## src/rtl/qps_pkg.sv

```systemverilog
// Shared types, codes and helper functions for the process scheduler.
package qps_pkg;

	typedef struct packed {
		logic [7:0]         id;
		logic [11:0]        service;
		logic [11:0]        elapsed;
		logic [11:0]        count;
		logic signed [15:0] prio;
	} qps_entry_t;

	localparam logic [1:0] ST_RAN    = 2'd0;
	localparam logic [1:0] ST_LOADED = 2'd1;
	localparam logic [1:0] ST_FULL   = 2'd2;
	localparam logic [1:0] ST_EMPTY  = 2'd3;

	localparam logic KIND_LOAD = 1'b0;
	localparam logic KIND_RUN  = 1'b1;

	localparam logic MODE_RR   = 1'b0;
	localparam logic MODE_PRIO = 1'b1;

	localparam logic [1:0] REG_MODE    = 2'd0;
	localparam logic [1:0] REG_QUANTUM = 2'd1;
	localparam logic [1:0] REG_BASE    = 2'd2;

	localparam logic [7:0]  QUANTUM_RST = 8'd2;
	localparam logic [11:0] BASE_RST    = 12'd50;

	localparam int OUT_W = 72;

	function automatic logic signed [15:0] sat16(input logic signed [16:0] v);
		logic signed [15:0] r;
		if (v > 17'sd32767) begin
			r = 16'sh7fff;
		end else if (v < -17'sd32768) begin
			r = 16'sh8000;
		end else begin
			r = v[15:0];
		end
		return r;
	endfunction

	function automatic logic [OUT_W-1:0] pack_out(
		input logic [7:0]         ran_id,
		input logic [11:0]        elapsed,
		input logic [11:0]        remaining,
		input logic [11:0]        run_count,
		input logic signed [15:0] new_priority,
		input logic               finished,
		input logic [4:0]         queue_len
	);
		logic [OUT_W-1:0] r;
		r = '0;
		r[7:0]   = ran_id;
		r[19:8]  = elapsed;
		r[31:20] = remaining;
		r[43:32] = run_count;
		r[59:44] = new_priority;
		r[60]    = finished;
		r[65:61] = queue_len;
		return r;
	endfunction

endpackage

```

## src/rtl/quantum_process_scheduler_core.sv

```systemverilog
// Process scheduler: ready queue held in a position-ordered entry memory.
//
// Input stream (s_*): s_tuser is the item kind (load or run), s_tdata carries the
// process id and service time. Output stream (m_*): one transaction per input item,
// m_tuser is the status code, m_tdata the run entry's values and the queue length.
// Configuration is written over the APB port (policy mode, quantum, priority base).
//
// The queue lives in one synchronous memory indexed by queue position. A load
// appends at the tail; its result goes through a pending register. A run on
// a queue of N entries sweeps the memory twice through its single read port, once
// to pick the entry (head or highest priority) and once to age and close up the
// queue, then writes the run entry back at the tail unless it has finished.
// A run on an empty queue, or a load into a full table, reports its status without touching the memory.
// One item is in work at a time; s_tready is high while the block is idle.
//
// Results sit in an output register; a new item is accepted while it waits.
// If the receiver stalls, a finished second result waits internally until the
// output register is free. Reset empties the queue and loads the register
// defaults; no memory clearing pass is needed.
module quantum_process_scheduler_core
	import qps_pkg::*;
#(
	parameter int MAX_PROCS = 16
) (
	input  logic              clk,
	input  logic              arst_n,
	// APB configuration
	input  logic              psel,
	input  logic              penable,
	input  logic              pwrite,
	input  logic [3:0]        paddr,
	input  logic [31:0]       pwdata,
	output logic [31:0]       prdata,
	output logic              pready,
	// input stream
	input  logic              s_tvalid,
	output logic              s_tready,
	input  logic [23:0]       s_tdata,  // proc_id[7:0], svc_time[19:8]
	input  logic              s_tuser,  // kind
	// output stream
	output logic              m_tvalid,
	input  logic              m_tready,
	// ran_id[7:0], elapsed[19:8], remaining[31:20], run_count[43:32],
	// new_priority[59:44], finished[60], queue_len[65:61]
	output logic [OUT_W-1:0]  m_tdata,
	output logic [1:0]        m_tuser   // status
);

	localparam int LW = $clog2(MAX_PROCS + 1);
	localparam int IW = (MAX_PROCS > 1) ? $clog2(MAX_PROCS) : 1;

	typedef enum logic [2:0] {
		S_IDLE,
		S_SCAN,
		S_SHIFT,
		S_FIN,
		S_OUT
	} state_t;

	state_t state_q;

	logic              mode_q;
	logic [7:0]        quantum_q;
	logic [11:0]       base_q;
	logic [LW-1:0]     len_q;
	logic [LW-1:0]     iss_q;
	logic [IW-1:0]     pos_q;
	qps_entry_t        best_q;
	logic [OUT_W-1:0]  pend_data_q;
	logic [1:0]        pend_user_q;

	qps_entry_t        mem [MAX_PROCS];
	qps_entry_t        rd_data_s1;
	logic              rd_vld_s1;
	logic [IW-1:0]     rd_idx_s1;

	logic              rd_en;
	logic              mem_we;
	logic [IW-1:0]     mem_waddr;
	qps_entry_t        mem_wdata;

	logic              cfg_wr;
	logic              in_acc;
	logic [7:0]        in_id;
	logic [11:0]       in_svc;
	logic              full;
	logic [IW-1:0]     idx_last;
	logic              rd_last;
	logic [31:0]       len32;
	logic [31:0]       len_dec32;
	logic [31:0]       len_inc32;

	qps_entry_t        new_ent;
	qps_entry_t        aged_ent;
	qps_entry_t        run_ent;
	logic [12:0]       el_sum;
	logic              run_fin;
	logic [11:0]       run_rem;

	// configuration port
	assign pready = 1'b1;
	assign cfg_wr = psel && penable && pwrite && pready;

	always_comb begin
		case (paddr[3:2])
			REG_MODE:    prdata = {31'b0, mode_q};
			REG_QUANTUM: prdata = {24'b0, quantum_q};
			REG_BASE:    prdata = {20'b0, base_q};
			default:     prdata = '0;
		endcase
	end

	assign s_tready = (state_q == S_IDLE);
	assign in_acc   = s_tvalid && s_tready;
	assign in_id    = s_tdata[7:0];
	assign in_svc   = s_tdata[19:8];

	assign full      = (len_q == LW'(MAX_PROCS));
	assign idx_last  = IW'(len_q - LW'(1));
	assign rd_en     = ((state_q == S_SCAN) || (state_q == S_SHIFT)) && (iss_q < len_q);
	assign rd_last   = rd_vld_s1 && (rd_idx_s1 == idx_last);
	assign len32     = 32'(len_q);
	assign len_dec32 = 32'(len_q - LW'(1));
	assign len_inc32 = 32'(len_q + LW'(1));

	// new entry for a load
	always_comb begin
		new_ent.id      = in_id;
		new_ent.service = in_svc;
		new_ent.elapsed = '0;
		new_ent.count   = '0;
		new_ent.prio    = sat16($signed({5'b0, base_q}) - $signed({5'b0, in_svc}));
	end

	// waiting entries gain a quantum in priority mode
	always_comb begin
		aged_ent = rd_data_s1;
		if (mode_q == MODE_PRIO) begin
			aged_ent.prio = sat16($signed({rd_data_s1.prio[15], rd_data_s1.prio})
				+ $signed({9'b0, quantum_q}));
		end
	end

	// run entry after its quantum
	always_comb begin
		el_sum  = {1'b0, best_q.elapsed} + {5'b0, quantum_q};
		run_fin = (el_sum >= {1'b0, best_q.service});
		run_ent = best_q;
		run_ent.elapsed = run_fin ? best_q.service : el_sum[11:0];
		run_ent.count   = (best_q.count == 12'hfff) ? best_q.count : best_q.count + 12'd1;
		run_ent.prio    = run_fin ? 16'sd0
			: sat16($signed({best_q.prio[15], best_q.prio}) - $signed({9'b0, quantum_q}));
		run_rem = best_q.service - run_ent.elapsed;
	end

	// memory write port
	always_comb begin
		mem_we    = 1'b0;
		mem_waddr = '0;
		mem_wdata = new_ent;
		case (state_q)
			S_IDLE: begin
				if (in_acc && s_tuser == KIND_LOAD && !full) begin
					mem_we    = 1'b1;
					mem_waddr = len_q[IW-1:0];
				end
			end
			S_SHIFT: begin
				mem_wdata = aged_ent;
				if (rd_vld_s1 && rd_idx_s1 < pos_q) begin
					mem_we    = 1'b1;
					mem_waddr = rd_idx_s1;
				end else if (rd_vld_s1 && rd_idx_s1 > pos_q) begin
					mem_we    = 1'b1;
					mem_waddr = rd_idx_s1 - IW'(1);
				end
			end
			S_FIN: begin
				mem_wdata = run_ent;
				if (!run_fin) begin
					mem_we    = 1'b1;
					mem_waddr = idx_last;
				end
			end
			default: begin
				mem_we = 1'b0;
			end
		endcase
	end

	always_ff @(posedge clk) begin
		if (mem_we) begin
			mem[mem_waddr] <= mem_wdata;
		end
		rd_data_s1 <= mem[iss_q[IW-1:0]];
	end

	always_ff @(posedge clk or negedge arst_n) begin
		if (!arst_n) begin
			state_q     <= S_IDLE;
			mode_q      <= MODE_RR;
			quantum_q   <= QUANTUM_RST;
			base_q      <= BASE_RST;
			len_q       <= '0;
			iss_q       <= '0;
			pos_q       <= '0;
			rd_vld_s1   <= 1'b0;
			rd_idx_s1   <= '0;
			best_q      <= '0;
			pend_data_q <= '0;
			pend_user_q <= ST_RAN;
			m_tvalid    <= 1'b0;
			m_tdata     <= '0;
			m_tuser     <= ST_RAN;
		end else begin
			if (cfg_wr) begin
				case (paddr[3:2])
					REG_MODE:    mode_q    <= pwdata[0];
					REG_QUANTUM: quantum_q <= pwdata[7:0];
					REG_BASE:    base_q    <= pwdata[11:0];
					default:     ;
				endcase
			end

			rd_vld_s1 <= rd_en;
			rd_idx_s1 <= iss_q[IW-1:0];
			if (rd_en) begin
				iss_q <= iss_q + LW'(1);
			end

			if (m_tvalid && m_tready) begin
				m_tvalid <= 1'b0;
			end

			case (state_q)
				S_IDLE: begin
					if (in_acc) begin
						iss_q       <= '0;
						pend_data_q <= pack_out('0, '0, '0, '0, '0, 1'b0, len32[4:0]);
						state_q     <= S_OUT;
						if (s_tuser == KIND_LOAD) begin
							if (full) begin
								pend_user_q <= ST_FULL;
							end else begin
								len_q       <= len_q + LW'(1);
								pend_user_q <= ST_LOADED;
								pend_data_q <= pack_out('0, '0, '0, '0, '0, 1'b0,
									len_inc32[4:0]);
							end
						end else if (len_q == '0) begin
							pend_user_q <= ST_EMPTY;
						end else begin
							state_q <= S_SCAN;
						end
					end
				end
				S_SCAN: begin
					if (rd_vld_s1) begin
						if (rd_idx_s1 == '0 ||
							(mode_q == MODE_PRIO && rd_data_s1.prio > best_q.prio)) begin
							best_q <= rd_data_s1;
							pos_q  <= rd_idx_s1;
						end
					end
					if (rd_last) begin
						iss_q   <= '0;
						state_q <= S_SHIFT;
					end
				end
				S_SHIFT: begin
					if (rd_last) begin
						state_q <= S_FIN;
					end
				end
				S_FIN: begin
					pend_user_q <= ST_RAN;
					if (run_fin) begin
						len_q       <= len_q - LW'(1);
						pend_data_q <= pack_out(run_ent.id, run_ent.elapsed, run_rem,
							run_ent.count, run_ent.prio, 1'b1, len_dec32[4:0]);
					end else begin
						pend_data_q <= pack_out(run_ent.id, run_ent.elapsed, run_rem,
							run_ent.count, run_ent.prio, 1'b0, len32[4:0]);
					end
					state_q <= S_OUT;
				end
				S_OUT: begin
					if (!m_tvalid || m_tready) begin
						m_tvalid <= 1'b1;
						m_tdata  <= pend_data_q;
						m_tuser  <= pend_user_q;
						state_q  <= S_IDLE;
					end
				end
				default: begin
					state_q <= S_IDLE;
				end
			endcase
		end
	end

	a_len_max: assert property (@(posedge clk) disable iff (!arst_n)
		len_q <= LW'(MAX_PROCS))
		else $error("queue length above table size");

	a_scan_nonempty: assert property (@(posedge clk) disable iff (!arst_n)
		(state_q == S_SCAN || state_q == S_SHIFT) |-> len_q != '0)
		else $error("sweep over an empty queue");

	a_accept_leaves_idle: assert property (@(posedge clk) disable iff (!arst_n)
		in_acc |=> state_q != S_IDLE)
		else $error("accepted transaction not taken into work");

	a_fin_len_kept: assert property (@(posedge clk) disable iff (!arst_n)
		(state_q == S_FIN && !run_fin) |=> $stable(len_q))
		else $error("queue length changed for an unfinished run");

endmodule
```

## config.mk

```make
export PLATFORM = sky130hd
export DESIGN_NAME = quantum_process_scheduler_core
export DESIGN_NICKNAME = d
export VERILOG_FILES = /design/src/rtl/qps_pkg.sv /design/src/rtl/quantum_process_scheduler_core.sv
export SDC_FILE = /design/constraint.sdc
export NUM_CORES = 1
export LEC_CHECK = 0
export ABC_AREA = 1
export BUFFER_PORTS_ARGS = -buffer_cell sky130_fd_sc_hd__buf_2
export CAP_MARGIN = 20
export CORE_UTILIZATION = 45
export CTS_BUF_LIST = sky130_fd_sc_hd__clkbuf_4 sky130_fd_sc_hd__clkbuf_8
export CTS_CLUSTER_SIZE = 14
export DETAILED_ROUTE_END_ITERATION = 16
export PLACE_DENSITY = 0.65
export SLEW_MARGIN = 20
export SYNTH_ARGS = -nofsm -noshare
export SYNTH_HDL_FRONTEND = slang
export SYNTH_SLANG_ARGS = --single-unit
```

## constraint.sdc

```tcl
create_clock -name clk -period 7.1 [get_ports clk]
set_input_delay 0.71 -clock clk [delete_from_list [all_inputs] [get_ports clk]]
set_output_delay 0.71 -clock clk [all_outputs]
set_load 0.05 [all_outputs]
```

==> results.json <==
{
  "status": "finished clean",
  "maxCapViolations": 0,
  "place_congestion": 0.899,
  "synth_top_area_frac": 0.541,
  "rows": 125,
  "tritoncts": "built",
  "max_slew_margin": 0.304,
  "drt-total-wl_um": 136000,
  "grt_pass1_vias": 33700,
  "ios": 177,
  "cp_num_buf_inv": 4,
  "cp_slowest_cell": "nor2_4",
  "period_needed_ns": 5.69,
  "critPathMaxFanout": 26,
  "crit_top_cell": "nand2_1",
  "clk_pin_slew_worst_paths_ns": 0.06,
  "setup_viol": 0,
  "power_leakage_nw": 22.5,
  "dp_hpwl_um": 78800,
  "route.detailed.drc": 0,
  "intPower_mw": 16.5,
  "cts_resized": 0,
  "vdd_drop_max_mv": 0.418,
  "netSwitchingFraction": 0.395,
  "syn_area_sq_um": 53300,
  "vias_per_cell": 5.65,
  "wire_per_inst_um": 21.6,
  "post-synth-top-area-cell": "edfxtp_1",
  "grt_overflow": 0,
  "end_kind": "flop",
  "p_seq_frac": 0.411,
  "synthArstFlopShare": 0.190,
  "power_density_nw_per_um2": 456,
  "switchingPower_mw": 10.8,
  "core_sq_um": 117000,
  "die_x_um": 346,
  "start_util": 0.456,
  "synth.distinct_cells": 54,
  "ys_warn_count": 0,
  "synth.most_common_cell": "edfxtp_1",
  "worstMarginPinSlew_ns": 1.04,
  "track_usage": 0.224,
  "rsz0062_at_grt": "no",
  "root_buffer": "clkbuf_8",
  "fmax_mhz": 176,
  "synth-edff-count": 960,
  "grt_max_degree": 193,
  "ys_ff_latch": 1260,
  "min_path_type": "input port to flop",
  "insertion_delay_ns": 0.86,
  "nets": 4765,
  "finalClockSkew_ns": 0.0489,
  "slew_viol_final": 0,
  "grt_pass1_wl_um": 206000,
  "path_class": "flop to flop",
  "first_pass_iters": 6,
  "tns_ns": 0,
  "synth.area.top_cells": "edfxtp_1, dfrtp_1, o21ai_0, nand2_1, nor2_1",
  "fin_crit_sh": 0.801,
  "dieArea_sq_um": 120000,
  "antenna_left": 0,
  "antenna_found_initial": 6,
  "slowest_delay_ns": 0.84,
  "crit_family": "simple AND/OR/NAND/NOR gates",
  "portBuffers": 123,
  "area_growth_pct": 11.9,
  "hold_violations": 0,
  "ys_top_cells_by_count": "edfxtp_1, nand2_1, nor2_1, o21ai_0, inv_1",
  "h-tree-depth": 4,
  "cts_sinks": 1260,
  "place_area_sq_um": 55800,
  "fin_area_sq_um": 59700,
  "ys_seq_area_frac": 0.676,
  "combPwrFrac": 0.371,
  "die_y_um": 346,
  "syn_inst": 4461,
  "p_clk_frac": 0.217,
  "arrival_ns": 6.22,
  "drive_gt1_frac": 0.128,
  "postSynthAreaPerCell_sq_um": 12.0,
  "total_power_mw": 27.2,
  "drtIter0Drc": 3560,
  "cp-start-kind": "flop",
  "cts_buffers": 186,
  "critPathRequiredTime_ns": 7.64,
  "synth_flop_cell": "edfxtp_1",
  "via_count": 35500,
  "clockBufferDepth": 3
}
[cell usage in the layout, fill, tap and decap left out, drive strengths merged, types with 49 or more instances in the layout]
cell type	instances
o211ai	63
edfxtp	960
clkbuf	282
dfrtp	236
inv	295
buf	207
a21oi	74
mux2i	176
dfxtp	60
clkinv	49
nand3	230
nand2	609
ha	90
o221ai	183
o21ai	473
o32ai	54
nor2	486
[final cells by class]
type                            count  area, sq um
Clock buffer                      282         3410
Clock inverter                     63          413
Inverter                          290         1100
Fill cell                        9937        57200
Sequential cell                  1260        36100
Antenna cell                        2         5.00
Multi-Input combinational cell   2656        15200
Tap cell                         1524         1910
Timing Repair Buffer              208         1610
[registers in the layout, indices dropped and copies added, names as in the netlist]
register,count
aged_ent,44
base_q,12
best_q,60
iss_q,5
len_q,5
m_tdata,66
m_tuser,2
m_tvalid,1
mem,960
mode_q,1
pend_data_q,66
pend_user_q,2
pos_q,4
quantum_q,8
rd_data_s1,16
rd_idx_s1,4
rd_vld_s1,1
state_q,3
[final timing paths]
check / startpoint / to / slack, ns / cells past startpoint
min reg2reg: aged_ent[58]$_DFF_P_ / best_q[58]$_DFFE_PN0P_ / 0.45 / 2
max: quantum_q[1]$_DFFE_PN1P_ / mem[10][28]$_DFFE_PP_ / 1.41 / 26
max reg2reg: quantum_q[1]$_DFFE_PN1P_ / mem[10][28]$_DFFE_PP_ / 1.41 / 26
min in group asynchronous: arst_n / m_tuser[1]$_DFFE_PN0P_ / 0.55 / 2
max in group asynchronous: arst_n / pend_data_q[43]$_DFFE_PN0P_ / 5.00 / 3
min: pwdata[9] / base_q[9]$_DFFE_PN0P_ / 0.11 / 3
[per-layer routing]
layer	wire (um)	track usage
met2	63200	0.357
met5	0	0
met4	3000	0.0630
met3	9050	0.0318
met1	60400	0.321
[kinds of logic after synthesis]
group / share of synthesized area
xor+xnor: 0.00690
flops: 0.676
other cells: 0.000141
buf+inv: 0.0440
fa+ha+maj: 0.0230
simple gates: 0.108
mux: 0.0337
compound gates: 0.108
[power by group through the flow]
| stage | Clock [mW] | Combinational (mW) | Sequential [mW] |
|---|---|---|---|
| final | 5.92 | 10.1 | 11.2 |
| after global routing | 6.33 | 11.1 | 11.3 |
| after global placement | 0 | 9.89 | 11.3 |
| after CTS | 6.01 | 10.1 | 11.2 |
| after detailed placement | 0 | 10.0 | 11.3 |
| after floorplan | 0 | 6.53 | 11.5 |
[worst reg2reg max path, cell delays in order, from the launching register on]
cell and delay [ns]:
dfstp_2 0.60, inv_1 0.17, fa_1 0.50, o21ai_2 0.22
a21oi_1 0.09, o21bai_1 0.16, xor2_1 0.21, inv_1 0.06
ha_1 0.31, nand2_1 0.06, nand2_1 0.06, nand2_1 0.05
nand2_1 0.05, nor2_1 0.04, nand2_1 0.06, nand2_1 0.05
nand2_1 0.05, nand2_1 0.06, nand2_1 0.09, inv_2 0.19
ha_1 0.26, nand2_1 0.06, o21ai_0 0.08, nor2_1 0.35
nand2_1 0.35, nor2_4 0.85, buf_4 0.35
[metrics by stage]
stage                     setup WS (ns)  hold WS (ns)  utilization  cells
after detailed placement           1.47         0.458        0.478   5936
after global routing               1.02        0.0836        0.511   6285
after global placement             1.48         0.450        0.478   5936
after floorplan                   0.580         0.375            -   4486
after CTS                          1.42        0.0484        0.510   6282
final                              1.41         0.108        0.511   6285
[timing repair]
action	CTS	global route
hold buffers	1	0
buffers inserted	0	0
endpoints found under the hold margin	115	0
Note: power is estimated with default switching activity, not from simulation.
